--- src/design/kdb_pkg.sv ---
// Shared constants and types for the key debounce and press detector.
`default_nettype none
package kdb_pkg;

  localparam int KDB_NUM_KEYS = 4;

  // Configuration register indexes.
  localparam logic [1:0] CFG_DEBOUNCE_TICKS   = 2'd0;
  localparam logic [1:0] CFG_LONG_PRESS_TICKS = 2'd1;
  localparam logic [1:0] CFG_TOGGLE_DELAY_MS  = 2'd2;

  // Register values after reset.
  localparam logic [7:0]  RST_DEBOUNCE_TICKS   = 8'd2;
  localparam logic [7:0]  RST_LONG_PRESS_TICKS = 8'd25;
  localparam logic [15:0] RST_TOGGLE_DELAY_MS  = 16'd1000;

  typedef struct packed {
    logic [7:0]  debounce_ticks;
    logic [7:0]  long_press_ticks;
    logic [15:0] toggle_delay_ms;
  } kdb_cfg_t;

  // Release events of one key for the current scan.
  typedef struct packed {
    logic tap;
    logic hold;
  } kdb_key_ev_t;

endpackage
`default_nettype wire

--- src/design/kdb_key_fsm.sv ---
// Per-key debounce and short/long press state machine.
`default_nettype none
module kdb_key_fsm
  import kdb_pkg::*;
(
  input  wire logic        clk,
  input  wire logic        rst_n,
  input  wire logic        en,
  input  wire logic        pressed,
  input  wire kdb_cfg_t    cfg,
  output kdb_key_ev_t      ev
);

  typedef enum logic [1:0] {
    PH_RELEASED,
    PH_DEBOUNCE,
    PH_PRESSED,
    PH_LONG
  } phase_t;

  phase_t     phase_r, phase_nxt;
  logic [7:0] count_r, count_nxt;
  logic [7:0] count_inc;

  assign count_inc = count_r + 8'd1;

  always_comb begin
    phase_nxt = phase_r;
    count_nxt = count_r;
    ev        = '0;
    unique case (phase_r)
      PH_RELEASED: begin
        if (pressed) begin
          phase_nxt = PH_DEBOUNCE;
          count_nxt = '0;
        end
      end
      PH_DEBOUNCE: begin
        if (pressed) begin
          count_nxt = count_inc;
          if (count_inc >= cfg.debounce_ticks) begin
            phase_nxt = PH_PRESSED;
            count_nxt = '0;
          end
        end else begin
          phase_nxt = PH_RELEASED;
          count_nxt = '0;
        end
      end
      PH_PRESSED: begin
        if (!pressed) begin
          ev.tap    = 1'b1;
          phase_nxt = PH_RELEASED;
        end else begin
          count_nxt = count_inc;
          if (count_inc >= cfg.long_press_ticks) begin
            phase_nxt = PH_LONG;
          end
        end
      end
      PH_LONG: begin
        if (!pressed) begin
          ev.hold   = 1'b1;
          phase_nxt = PH_RELEASED;
          count_nxt = '0;
        end
      end
      default: begin
        phase_nxt = PH_RELEASED;
      end
    endcase
  end

  always_ff @(posedge clk) begin
    if (!rst_n) begin
      phase_r <= PH_RELEASED;
      count_r <= '0;
    end else if (en) begin
      phase_r <= phase_nxt;
      count_r <= count_nxt;
    end
  end

endmodule
`default_nettype wire

--- src/design/kdb_run_toggle.sv ---
// Delayed run flag toggle armed by a key 0 short press.
`default_nettype none
module kdb_run_toggle
  import kdb_pkg::*;
(
  input  wire logic        clk,
  input  wire logic        rst_n,
  input  wire logic        en,
  input  wire logic        arm,
  input  wire logic [31:0] now_ms,
  input  wire logic [15:0] toggle_delay_ms,
  output logic             run_nxt,
  output logic             waiting_nxt
);

  logic        run_r;
  logic        waiting_r;
  logic [31:0] due_r, due_nxt;
  logic [31:0] remain;
  logic        armed;
  logic        fire;

  assign due_nxt = arm ? (now_ms + {16'd0, toggle_delay_ms}) : due_r;
  assign armed   = arm | waiting_r;
  // Wrapping compare: the toggle is due once the remaining time is zero or negative.
  assign remain  = due_nxt - now_ms;
  assign fire    = armed && ((remain == 32'd0) || remain[31]);

  assign run_nxt     = run_r ^ fire;
  assign waiting_nxt = armed & ~fire;

  always_ff @(posedge clk) begin
    if (!rst_n) begin
      run_r     <= 1'b0;
      waiting_r <= 1'b0;
      due_r     <= '0;
    end else if (en) begin
      run_r     <= run_nxt;
      waiting_r <= waiting_nxt;
      due_r     <= due_nxt;
    end
  end

endmodule
`default_nettype wire

--- src/design/key_debounce_short_long_press.sv ---
// Top level: four-key debounce with short/long press decoding and a delayed run toggle.
//
// Each input word is one scan tick: four active-low key levels and the current
// millisecond time. Every accepted word gives exactly one result word with the
// short-press mask, the menu requests (down, up, enter, back), the run flag and
// whether a delayed toggle is still pending.
// The block is a two-register pipeline: an input register, then the key machines
// and toggle timer as short logic, then the result register. A word passes from
// the input register into the result register once that register is free; one
// word is taken every cycle for as long as the output side keeps taking results.
// When the receiver stalls, the result register holds its word and the input
// register can still take one more word; after that in_tready falls.
// Configuration writes (index 0 debounce ticks, 1 long press ticks, 2 toggle
// delay in ms) are always ready and take effect on the next scan; indexes
// beyond the list are ignored. Write them only while the block is idle.
// Synchronous reset empties both pipeline registers, sets all keys released,
// clears the run flag and pending toggle, and restores the register defaults.
`default_nettype none
module key_debounce_short_long_press
  import kdb_pkg::*;
#(
  parameter int NUM_KEYS = KDB_NUM_KEYS
) (
  input  wire logic                 clk,
  input  wire logic                 rst_n,
  // Input words.
  input  wire logic                 in_tvalid,
  output logic                      in_tready,
  // [NUM_KEYS-1:0] key_levels, [NUM_KEYS+31:NUM_KEYS] now_ms, zero padding above
  input  wire logic [((NUM_KEYS+32+7)/8)*8-1:0] in_tdata,
  // Result words.
  output logic                      out_tvalid,
  input  wire logic                 out_tready,
  // [NUM_KEYS-1:0] short_press_mask, then down_request, up_request,
  // enter_request, back_request, run_flag, toggle_armed, zero padding above
  output logic [((NUM_KEYS+6+7)/8)*8-1:0] out_tdata,
  // Configuration writes.
  input  wire logic                 cfg_valid,
  output logic                      cfg_ready,
  input  wire logic [1:0]           cfg_index,
  input  wire logic [15:0]          cfg_data
);

  localparam int OUT_W   = ((NUM_KEYS + 6 + 7) / 8) * 8;
  localparam int OUT_PAD = OUT_W - (NUM_KEYS + 6);

  kdb_cfg_t cfg_r;

  logic                s1_vld_r;
  logic [NUM_KEYS-1:0] s1_levels_r;
  logic [31:0]         s1_now_r;
  logic                advance;
  logic                s1_fire;

  kdb_key_ev_t         ev [NUM_KEYS];
  logic [NUM_KEYS-1:0] short_mask;
  logic                back;
  logic                run_nxt;
  logic                waiting_nxt;

  logic                out_vld_r;
  logic [NUM_KEYS-1:0] short_mask_r;
  logic                enter_r;
  logic                back_r;
  logic                run_r;
  logic                armed_r;
  logic                armed_seen_r;

  assign cfg_ready = 1'b1;

  always_ff @(posedge clk) begin
    if (!rst_n) begin
      cfg_r.debounce_ticks   <= RST_DEBOUNCE_TICKS;
      cfg_r.long_press_ticks <= RST_LONG_PRESS_TICKS;
      cfg_r.toggle_delay_ms  <= RST_TOGGLE_DELAY_MS;
    end else if (cfg_valid) begin
      unique case (cfg_index)
        CFG_DEBOUNCE_TICKS:   cfg_r.debounce_ticks   <= cfg_data[7:0];
        CFG_LONG_PRESS_TICKS: cfg_r.long_press_ticks <= cfg_data[7:0];
        CFG_TOGGLE_DELAY_MS:  cfg_r.toggle_delay_ms  <= cfg_data;
        default: ;
      endcase
    end
  end

  // The result register frees up when it is empty or being taken.
  assign advance   = !out_vld_r || out_tready;
  assign in_tready = !s1_vld_r || advance;
  assign s1_fire   = s1_vld_r && advance;

  always_ff @(posedge clk) begin
    if (!rst_n) begin
      s1_vld_r <= 1'b0;
    end else if (in_tready) begin
      s1_vld_r <= in_tvalid;
    end
  end

  always_ff @(posedge clk) begin
    if (in_tready && in_tvalid) begin
      s1_levels_r <= in_tdata[NUM_KEYS-1:0];
      s1_now_r    <= in_tdata[NUM_KEYS +: 32];
    end
  end

  for (genvar k = 0; k < NUM_KEYS; k++) begin : g_key
    kdb_key_fsm u_key (
      .clk     (clk),
      .rst_n   (rst_n),
      .en      (s1_fire),
      .pressed (~s1_levels_r[k]),
      .cfg     (cfg_r),
      .ev      (ev[k])
    );
    assign short_mask[k] = ev[k].tap;
  end

  assign back = ev[3].hold;

  kdb_run_toggle u_toggle (
    .clk             (clk),
    .rst_n           (rst_n),
    .en              (s1_fire),
    .arm             (short_mask[0]),
    .now_ms          (s1_now_r),
    .toggle_delay_ms (cfg_r.toggle_delay_ms),
    .run_nxt         (run_nxt),
    .waiting_nxt     (waiting_nxt)
  );

  always_ff @(posedge clk) begin
    if (!rst_n) begin
      out_vld_r <= 1'b0;
    end else if (advance) begin
      out_vld_r <= s1_vld_r;
    end
  end

  always_ff @(posedge clk) begin
    if (s1_fire) begin
      short_mask_r <= short_mask;
      enter_r      <= short_mask[3] & ~back;
      back_r       <= back;
      run_r        <= run_nxt;
      armed_r      <= waiting_nxt;
    end
  end

  assign out_tvalid = out_vld_r;
  assign out_tdata  = {{OUT_PAD{1'b0}}, armed_r, run_r, back_r, enter_r,
                       short_mask_r[2], short_mask_r[1], short_mask_r};

  always_ff @(posedge clk) begin
    if (!rst_n) begin
      armed_seen_r <= 1'b0;
    end else if (s1_fire && short_mask[0]) begin
      armed_seen_r <= 1'b1;
    end
  end

  // Back takes priority over enter, so the two never show together.
  assert property (@(posedge clk) disable iff (!rst_n)
    out_tvalid |-> !(enter_r && back_r))
    else $error("enter and back requests set in the same word");

  // A word held in the input register is not lost while the output stalls.
  assert property (@(posedge clk) disable iff (!rst_n)
    (s1_vld_r && !advance) |=> (s1_vld_r && $stable(s1_now_r) && $stable(s1_levels_r)))
    else $error("input register word changed while stalled");

  // Key state only moves when a word passes to the result register.
  assert property (@(posedge clk) disable iff (!rst_n)
    s1_fire |=> out_vld_r)
    else $error("scan processed without producing a result word");

  // A pending toggle can only exist after a key 0 short press has been seen.
  assert property (@(posedge clk) disable iff (!rst_n)
    (s1_fire && waiting_nxt && !short_mask[0]) |-> armed_seen_r)
    else $error("toggle pending without having been armed");

endmodule
`default_nettype wire
--- config.mk ---
export PLATFORM = sky130hd
export DESIGN_NAME = key_debounce_short_long_press
export DESIGN_NICKNAME = d
export VERILOG_FILES = /design/src/design/kdb_pkg.sv /design/src/design/kdb_key_fsm.sv /design/src/design/kdb_run_toggle.sv /design/src/design/key_debounce_short_long_press.sv
export SDC_FILE = /design/constraint.sdc
export NUM_CORES = 1
export LEC_CHECK = 0
export BUFFER_PORTS_ARGS = -buffer_cell sky130_fd_sc_hd__buf_2
export CORE_AREA = 2 2 166 168
export CTS_CLUSTER_DIAMETER = 150
export DETAILED_ROUTE_END_ITERATION = 16
export DIE_AREA = 0 0 168 170
export PLACE_DENSITY = 0.62
export SETUP_SLACK_MARGIN = 0.02
export SLEW_MARGIN = 25
export SYNTH_ARGS = -nofsm -noshare
export SYNTH_HDL_FRONTEND = slang
export SYNTH_HIERARCHICAL = 1
export SYNTH_SLANG_ARGS = --single-unit
export TNS_END_PERCENT = 20
--- constraint.sdc ---
create_clock -name clk -period 6.9 [get_ports clk]
set_input_delay 1.38 -clock clk [delete_from_list [all_inputs] [get_ports clk]]
set_output_delay 1.38 -clock clk [all_outputs]
set_load 0.01 [all_outputs]
==> run summary, run 1 <==
Outcome -> complete, no violations
CP Class -> reg -> reg
Total track usage -> 20.5%
WP data required -> 7260 ps
Min-Delay Path Depth -> 2
Final hold vios -> 0
Critical Path End Type -> register
Startpoint types -> register
Utilization after layout -> 48.5%
Maximum clock frequency -> 158 MHz
Most frequent cells in the layout -> ha_1, nand2_1, inv_1
Crit path DAT -> 6700 ps
PD cells -> 174 nW/um^2
First-pass GRT wire length -> 47200 um
Seq. cell area -> 3480 um^2
Slew @ Worst Pin -> 1010 ps
Worst Hold Path EP -> cfg_r[12]$_SDFFE_PN0P_
Slew headroom -> 32.8%
Initial DRC Count -> 672
Yosys warns -> 6
Die area -> 28600 um^2
Area grow syn2layout -> 9.58%
Mean Syn Cell Area -> 8.74 um^2
Worst vdd ir -> 0.139 mV
Clk_lat worst skew -> 430 ps
Clock root buffer -> clkbuf_16
DRT met1 WL -> 14400 um
Worst Path Buf+Inv -> 1
IO Pins -> 82
Core area -> 26700 um^2
Initial core utilization -> 44.3%
Critical path peak fanout -> 6
WL final -> 28600 um
Area of the multi-input gates -> 7530 um^2
Reg-to-Reg End -> u_toggle/run_r$_SDFFE_PN0P_
Clock-pin slew on the worst setup and hold paths -> 70 ps
Slowest CP cell -> a2111oi_1
R2R Path Start -> s1_now_r[0]$_DFFE_PP_
HP Start -> cfg_r[12]$_SDFFE_PN0P_
Post-DP HPWL -> 21500 um
Final setup fails -> 0
Final worst-path cycle share -> 91.9%
H-tree levels -> 4
Top Metal Used -> met4
Row cnt -> 60
Worst R2R Path Depth -> 26
CTS Sinks -> 152
RSZ-0062 raised after global routing -> false
Drt pass-1 iters -> 5
Vias/cell -> 5.55
Synth Cell Area -> 11800 um^2
Post-CTS Hold Buffers -> 0
Final nets -> 1597
Final ANT Viol Nets -> 0
CTS Buffer Depth -> 2
Vias in the first global route -> 9199
GPL Wtd Cong -> 0.883
Metal3 WL -> 1330 um
Setup Skew -> 16.9 ps
Initial antenna violation count -> 0
Syn Inst Count -> 1351
Crit path max-delay family -> compound AO/OA/AOI/OAI gates
Post-route setup TNS -> 0 ps
Die width -> 168 um
Reg2reg setup slack -> 560 ps
Period minus WS final -> 6340 ps
Hold Path Class -> reg -> reg
Leak -> 5.88 nW
Maxcap violations -> 0
Total gr overflow -> 0
Commonest non-fill, non-tap cell in the layout -> ha_1
Wire per inst -> 16.3 um
CP dominant cell by count -> a21oi_1
Diode count -> 0
Cts bufs inserted -> 17
Critical path's largest stage delay -> 470 ps
Routed wl met2 -> 12500 um
Critical path origin -> s1_now_r[0]$_DFFE_PP_
Layout cells sized above 1 -> 14.4%
Slew Limit Fails -> 0
DRC -> 0
Die Y-Extent -> 170 um
Filler instances -> 2528
Largest net degree at the start of global routing -> 57
CTS tree -> done
Via count -> 9716
PortBufs -> 70
==> sequential cells by signal, indices dropped and copies added, names as in the netlist <==
register	cells
run_r	1
cfg_r	32
s1_now_r	32
out_tvalid	1
g_key.u_key/count_r	32
u_toggle/run_r	1
u_toggle/due_r	32
s1_vld_r	1
back_r	1
armed_r	1
g_key.u_key/phase_r	8
short_mask_r	4
s1_levels_r	4
enter_r	1
u_toggle/waiting_r	1
==> area by class of cell <==
type	count	area share, %
inverters	128	3.71
well taps	341	3.30
clock buffers	20	3.62
multi-input cells	1016	58.2
repair buffers	82	3.42
flip-flops and latches	152	26.9
clock inverters	12	0.803
==> where the power goes <==
group | leakage (nW) | internal [mW] | switching, mW
registers | 1.30 | 0.949 | 0.0264
clock network | 0.280 | 0.505 | 0.420
logic | 4.29 | 0.146 | 0.209
total | 5.88 | 1.60 | 0.656
==> per-stage QoR <==
stage	cell area (um^2)	instances	setup slack, ps	total power [mW]	hold slack [ps]
after global routing	12900	1751	27.0	2.36	489
after CTS	12900	1751	439	2.27	468
final	12900	1751	558	2.26	464
after floorplan	11800	1356	1290	1.26	433
after global placement	12400	1719	633	1.34	449
after detailed placement	12400	1719	507	1.35	452
==> routing by layer <==
metal / global-route usage (%) / vias to the layer above
li1: - / 4927
met1: 29.2 / 4526
met2: 32.6 / 243
met3: 3.12 / 20
met4: 4.57 / 0
met5: 0 / -
==> worst reg2reg max path: cells and delay by family, from the launching register on <==
kind,cells,cell delay (ps)
flip-flops,1,400
adder cells (fa/ha/maj),3,1020
buffers and inverters,1,180
AND/OR/NAND/NOR,9,1890
AO/OA/AOI/OAI,12,2600
XOR/XNOR,1,160
==> repair_timing <==
action,CTS,global route
buffers inserted,0,0
gates resized for setup,0,2
endpoints found under the setup margin,0,4
==> worst max path at each step <==
stage	to	slack, ps	cells after the start
2_1_floorplan	u_toggle/run_r$_SDFFE_PN0P_	1290	24
3_3_place_gp	u_toggle/run_r$_SDFFE_PN0P_	630	25
3_5_place_dp	u_toggle/run_r$_SDFFE_PN0P_	510	25
4_1_cts	u_toggle/run_r$_SDFFE_PN0P_	440	26
5_1_grt	u_toggle/run_r$_SDFFE_PN0P_	30	26
6_report	u_toggle/run_r$_SDFFE_PN0P_	560	26
(Power assumes the default switching activity.)
==> run 2, diff against run 1 <==
--- a/config.mk
+++ b/config.mk
@@ -12,7 +12,7 @@
 export DIE_AREA = 0 0 168 170
 export PLACE_DENSITY = 0.62
 export SETUP_SLACK_MARGIN = 0.02
-export SLEW_MARGIN = 25
+export SLEW_MARGIN = 20
 export SYNTH_ARGS = -nofsm -noshare
 export SYNTH_HDL_FRONTEND = slang
 export SYNTH_HIERARCHICAL = 1
==> constraint.sdc (replaced) <==
create_clock -name clk -period 6.1 [get_ports clk]
set_input_delay 1.22 -clock clk [delete_from_list [all_inputs] [get_ports clk]]
set_output_delay 1.22 -clock clk [all_outputs]
set_load 0.01 [all_outputs]
==> run 2 against run 1 <==
Effect of this change:
- non-clock buffer count rose by 52
- register-to-register slack got worse by 340 ps
- sequential cell count is the same
- clock skew down 3.9 ps
==> run summary, run 2 (synthesis results as in run 1) <==
Maxcap violations -> 0 (unchanged)
CTS Sinks -> 152 (unchanged)
H-tree levels -> 4 (unchanged)
DRC -> 0 (unchanged)
R2R Path Start -> s1_now_r[0]$_DFFE_PP_
Most frequent cells in the layout -> nand2_1, ha_1, inv_1
Post-DP HPWL -> 21800 um (+1.4%)
Area grow syn2layout -> 14.2%
Fin area -> 13500 um^2 (+4.2%)
Hold Path Class -> reg -> reg
Final ANT Viol Nets -> 0 (unchanged)
Slew headroom -> 37.1% (+4.3 points)
Hold_ws -> 464 ps (+0.233 ps)
Clock-pin slew on the worst setup and hold paths -> 70 ps (about the same)
Total track usage -> 20.2% (-0.22 points)
Filler instances -> 2513 (-0.59%)
Diode count -> 0 (unchanged)
Outcome -> complete, no violations
Maximum clock frequency -> 170 MHz (+7.8%)
Final hold vios -> 0 (unchanged)
Reg-to-Reg End -> u_toggle/run_r$_SDFFE_PN0P_
Reg2reg setup slack -> 220 ps (-340 ps)
Row cnt -> 60 (unchanged)
Period minus WS final -> 5880 ps (-458 ps)
Clk_lat worst skew -> 430 ps (about the same)
Initial core utilization -> 44.3% (unchanged)
Critical Path End Type -> register
First-pass GRT wire length -> 46800 um (-0.82%)
Worst vdd ir -> 0.183 mV (+32%)
Final setup fails -> 0 (unchanged)
Slew @ Worst Pin -> 943 ps (-64.5 ps)
Leak -> 6.19 nW (+5.3%)
Startpoint types -> register
PD cells -> 195 nW/um^2 (+12%)
Total gr overflow -> 0 (unchanged)
Worst R2R Path Depth -> 24 (-7.7%)
Crit path DAT -> 6240 ps (-460 ps)
Area of the multi-input gates -> 7650 um^2 (+1.6%)
Post-route setup TNS -> 0 ps (unchanged)
Commonest non-fill, non-tap cell in the layout -> nand2_1
Wire per inst -> 16.1 um (-1.6%)
Final worst-path cycle share -> 96.5% (+4.6 points)
Total power -> 2.63 mW (+17%)
Initial DRC Count -> 644 (-4.2%)
Vias/cell -> 5.48 (-1.3%)
Slew Limit Fails -> 0 (unchanged)
CP Class -> reg -> reg
WL final -> 29000 um (+1.3%)
Die Y-Extent -> 170 um (unchanged)
Layout cells sized above 1 -> 18.7% (+4.3 points)
Clock root buffer -> clkbuf_16
IO Pins -> 82 (unchanged)
Die area -> 28600 um^2 (unchanged)
Largest net degree at the start of global routing -> 64 (+12%)
Placed standard-cell area -> 12700 um^2 (+3.1%)
WP data required -> 6450 ps (-810 ps)
Setup Skew -> 13.0 ps (-3.85 ps)
Initial antenna violation count -> 0 (unchanged)
Worst Hold Path EP -> cfg_r[13]$_SDFFE_PN0P_
HP Start -> cfg_r[13]$_SDFFE_PN0P_
Min-Delay Path Depth -> 2 (unchanged)
Via count -> 9875 (+1.6%)
CTS tree -> done
Drt pass-1 iters -> 5 (unchanged)
Post-CTS Hold Buffers -> 0 (unchanged)
Critical path peak fanout -> 4 (-2)
GPL Wtd Cong -> 0.861 (-2.5%)
Final nets -> 1649 (+3.3%)
Die width -> 168 um (unchanged)
Vias in the first global route -> 9315 (+1.3%)
PortBufs -> 70 (unchanged)
Cts bufs inserted -> 17 (unchanged)
Seq. cell area -> 3480 um^2 (unchanged)
CTS Buffer Depth -> 2 (unchanged)
Utilization after layout -> 50.6% (+2.0 points)
Core area -> 26700 um^2 (unchanged)
==> run 2: cell types whose count changed in the layout (fill, tap and decap cells not counted), sizes merged <==
cell,before,now
inv,137,135
bufinv,0,1
buf,82,134
clkbuf,20,18
clkinv,1,6
clkinvlp,2,0
==> run 2: final cells by class <==
type | instances | area share (%)
clock inverters | 14 | 1.14
clock buffers | 18 | 3.34
well taps | 341 | 3.17
multi-input cells | 1016 | 56.8
inverters | 128 | 3.56
flip-flops and latches | 152 | 25.8
repair buffers | 134 | 6.18
==> run 2: power by group <==
group	total, mW	switching (mW)	internal, mW
Clock	1.09	0.487	0.606
Combinational	0.431	0.246	0.185
Sequential	1.10	0.0307	1.07
==> run 2: worst max-delay path, stage by stage (launching register included) <==
cell and delay [ps]:
edfxtp_1 390, ha_2 210, fa_1 380, a21o_1 190, a21o_1 200, a21boi_2 160, o31ai_1 120, a21oi_1 260
o21ai_2 100, nor4_1 240, buf_4 170, nor2_1 70, xnor2_1 170, mux2_2 290, ha_4 290, nand2_1 60
or4_4 540, o211ai_1 370, nor4b_4 310, nor4b_1 90, nand4b_1 230, nor4_4 340, a21oi_2 130, or3_1 360
a21boi_1 140
==> run 2: metrics by stage <==
stage,cells,setup slack [ps]
after detailed placement,1770,-142
after global routing,1803,-32.3
final,1803,215
after global placement,1770,-52.4
after floorplan,1356,493
after CTS,1802,53.8
==> run 2: routing by layer <==
layer	wire length, um	vias to the layer above	GRT usage [%]	share of wire (%)
met5	0	-	0	0
met4	242	0	4.16	0.83
met3	1250	21	2.81	4.3
met2	12900	215	33.0	44
met1	14600	4599	28.6	50
li1	-	5040	-	-
==> run 2: how the worst max path moves through the flow <==
stage | from | to | slack, ps | cells past startpoint
after floorplan | s1_now_r[0]$_DFFE_PP_ | u_toggle/run_r$_SDFFE_PN0P_ | 490 | 24
after global placement | s1_now_r[0]$_DFFE_PP_ | u_toggle/run_r$_SDFFE_PN0P_ | -50 | 27
after detailed placement | s1_now_r[0]$_DFFE_PP_ | u_toggle/run_r$_SDFFE_PN0P_ | -140 | 27
after CTS | s1_now_r[0]$_DFFE_PP_ | u_toggle/run_r$_SDFFE_PN0P_ | 50 | 27
after global routing | s1_now_r[1]$_DFFE_PP_ | u_toggle/run_r$_SDFFE_PN0P_ | -30 | 25
final | s1_now_r[0]$_DFFE_PP_ | u_toggle/run_r$_SDFFE_PN0P_ | 220 | 24
==> run 2: timing repair <==
| item | 4_1_cts | 5_1_grt |
|---|---|---|
| setup endpoints to repair | 4 | 4 |
| setup buffers | 0 | 1 |
| endpoints found under the hold margin | 0 | 0 |
| pin swaps | 2 | 10 |
| gates cloned | 0 | 0 |
| gates resized for setup | 4 | 22 |
==> run 3, diff against run 2 <==
--- a/config.mk
+++ b/config.mk
@@ -10,6 +10,7 @@
 export CTS_CLUSTER_DIAMETER = 150
 export DETAILED_ROUTE_END_ITERATION = 16
 export DIE_AREA = 0 0 168 170
+export MAX_ROUTING_LAYER = met4
 export PLACE_DENSITY = 0.62
 export SETUP_SLACK_MARGIN = 0.02
 export SLEW_MARGIN = 20
==> run 3 against run 2 <==
Effect of this change:
- total power rose by 0.13%
- final area did not move
- maximum frequency up 0.27%
- clock skew is 1.2 ps lower
- critical path depth unchanged
- sequential cell count unchanged
- register-to-register slack better by 20 ps
- first-iteration DRC count rose by 6.7%
- sequential power is essentially flat
- critical endpoint unchanged
- die area unchanged
- cell count stayed put
- clock-buffer cell count unchanged
==> run summary, run 3 (synthesis results as in run 1) <==
Outcome -> complete, no violations
Slowest CP cell -> or4_4
Grt met3 use -> 2.70% (-0.12 points)
Die Y-Extent -> 170 um (unchanged)
Die width -> 168 um (unchanged)
Leak -> 6.19 nW (unchanged)
Seq. cell area -> 3480 um^2 (unchanged)
Reg-to-Reg End -> u_toggle/run_r$_SDFFE_PN0P_
Reg2reg setup slack -> 230 ps (+20 ps)
Setup Skew -> 11.8 ps (-1.25 ps)
Filler instances -> 2513 (unchanged)
Final setup fails -> 0 (unchanged)
Crit path max-delay family -> simple AND/OR/NAND/NOR gates
Critical path peak fanout -> 4 (unchanged)
PD cells -> 195 nW/um^2 (+0.13%)
Critical path's largest stage delay -> 540 ps (about the same)
DRC -> 0 (unchanged)
Wire per inst -> 16.1 um (about the same)
Critical Path End Type -> register
Slew Limit Fails -> 0 (unchanged)
Most frequent cells in the layout -> nand2_1, ha_1, inv_1
Post-DP HPWL -> 21800 um (unchanged)
Via count -> 9839 (-0.36%)
Total gr overflow -> 0 (unchanged)
Core area -> 26700 um^2 (unchanged)
GRT met2 Usage -> 33.0% (unchanged)
Slew headroom -> 37.1% (about the same)
Vias in the first global route -> 9312 (-0.032%)
Maximum clock frequency -> 170 MHz (+0.27%)
Pint -> 1.86 mW (about the same)
Total track usage -> 20.9% (+0.63 points)
Diode count -> 0 (unchanged)
Commonest non-fill, non-tap cell in the layout -> nand2_1
Cts bufs inserted -> 17 (unchanged)
Initial core utilization -> 44.3% (unchanged)
Worst Path Buf+Inv -> 1 (unchanged)
Final hold vios -> 0 (unchanged)
Largest net degree at the start of global routing -> 64 (unchanged)
Crit path DAT -> 6220 ps (-20 ps)
Pre-CTS setup slack -> -142 ps (unchanged)
WP data required -> 6450 ps (about the same)
H-tree levels -> 4 (unchanged)
R2R Path Start -> s1_now_r[0]$_DFFE_PP_
Worst vdd ir -> 0.185 mV (+1.1%)
PortBufs -> 70 (unchanged)
Cell Chain, Critical Path -> ha_2 > fa_1 > a21o_1 > a21o_1 > a21boi_2 > o31ai_1 > a21oi_1 > o21ai_2 > nor4_1 > buf_4 > nor2_1 > xnor2_1 > mux2_2 > ha_4 > nand2_1 > or4_4 > o211ai_1 > nor4b_4 > nor4b_1 > nand4b_1 > nor4_4 > a21oi_2 > or3_1 > a21boi_1
Hold Path Class -> reg -> reg
Layout cells sized above 1 -> 18.7% (unchanged)
Slew @ Worst Pin -> 944 ps (+0.422 ps)
Die area -> 28600 um^2 (unchanged)
Post-route setup TNS -> 0 ps (unchanged)
Worst Hold Path EP -> cfg_r[13]$_SDFFE_PN0P_
GPL Wtd Cong -> 0.875 (+1.6%)
Row cnt -> 60 (unchanged)
IO Pins -> 82 (unchanged)
Net switching power of the design -> 0.767 mW (+0.45%)
Seq pwr share -> 42.0% (about the same)
Final worst slack -> 231 ps (+15.7 ps)
Clock root buffer -> clkbuf_16
GRT Max-Usage Layer -> met2
Met1 Use GR -> 28.8% (+0.16 points)
Initial DRC Count -> 687 (+6.7%)
Drt pass-1 iters -> 5 (unchanged)
Final nets -> 1649 (unchanged)
CP dominant cell by count -> a21o_1
Area grow syn2layout -> 14.2% (unchanged)
Worst R2R Path Depth -> 24 (unchanged)
Clk pwr share -> 41.6% (about the same)
Maxcap violations -> 0 (unchanged)
Initial antenna violation count -> 0 (unchanged)
Sw frac -> 29.2% (+0.094 points)
First-pass GRT wire length -> 46900 um (+0.13%)
CTS Buffer Depth -> 2 (unchanged)
Startpoint types -> register
CP Class -> reg -> reg
CTS tree -> done
Min-Delay Path Depth -> 2 (unchanged)
WL final -> 29000 um (about the same)
Period minus WS final -> 5870 ps (-15.7 ps)
Total power -> 2.63 mW (+0.13%)
Final ANT Viol Nets -> 0 (unchanged)
Vias/cell -> 5.46 (-0.36%)
Final worst-path cycle share -> 96.2% (-0.26 points)
Combinational fraction of design power -> 16.4% (about the same)
Area of the multi-input gates -> 7650 um^2 (unchanged)
CTS Sinks -> 152 (unchanged)
HP Start -> cfg_r[13]$_SDFFE_PN0P_
Clk_lat worst skew -> 430 ps (about the same)
Clock-pin slew on the worst setup and hold paths -> 70 ps (about the same)
[run 3: cell counts in the layout (fill, tap and decap cells not counted)]
Identical to the previous run, type by type.
[run 3: layout make-up]
class,count,area share [%]
multi-input combinational,1016,56.8
sequential,152,25.8
timing repair buffer,134,6.18
inverter,128,3.56
clock buffer,18,3.34
tap,341,3.17
clock inverter,14,1.14
[run 3: worst max-delay path by stage]
stage,startpoint,end,slack (ps),cells past startpoint
3_5_place_dp,s1_now_r[0]$_DFFE_PP_,u_toggle/run_r$_SDFFE_PN0P_,-140,27
3_3_place_gp,s1_now_r[0]$_DFFE_PP_,u_toggle/run_r$_SDFFE_PN0P_,-50,27
4_1_cts,s1_now_r[0]$_DFFE_PP_,u_toggle/run_r$_SDFFE_PN0P_,50,27
6_report,s1_now_r[0]$_DFFE_PP_,u_toggle/run_r$_SDFFE_PN0P_,230,24
2_1_floorplan,s1_now_r[0]$_DFFE_PP_,u_toggle/run_r$_SDFFE_PN0P_,490,24
5_1_grt,s1_now_r[1]$_DFFE_PP_,u_toggle/run_r$_SDFFE_PN0P_,-30,25
[run 3: per-layer routing]
layer  part of all wire, %  up-vias
li1                      -     5037
met1                    51     4597
met2                    44      186
met3                   3.6       19
met4                  0.85        0
met5                     0        -
[run 3: repair_timing]
action / 4_1_cts / 5_1_grt
gates cloned: 0 / 0
hold buffers: 0 / 0
buffers inserted: 0 / 1
setup endpoints to repair: 4 / 4
resized for setup: 4 / 22
pin swaps: 2 / 10
[run 3: power by group through the flow]
stage	combinational (mW)	sequential, mW	clock (mW)
global route	0.476	1.11	1.16
detailed placement	0.417	1.13	0
CTS	0.420	1.10	1.12
global placement	0.411	1.13	0
finish	0.431	1.10	1.10
floorplan	0.307	1.11	0
[run 3: per-stage QoR]
stage | utilization (%) | area, um^2 | hold slack [ps] | std cells
6_report | 50.6 | 13500 | 464 | 1803
5_1_grt | 50.6 | 13500 | 491 | 1803
4_1_cts | 50.1 | 13400 | 465 | 1802
3_5_place_dp | 47.8 | 12700 | 457 | 1770
3_3_place_gp | 47.8 | 12700 | 450 | 1770
2_1_floorplan | - | 11800 | 433 | 1356
[run 3: worst min-delay path, delay by kind of cell (launching register included)]
kind | cells | cell delay [ps]
AND/OR/NAND/NOR | 1 | 50
multiplexers | 1 | 60
flip-flops | 1 | 310
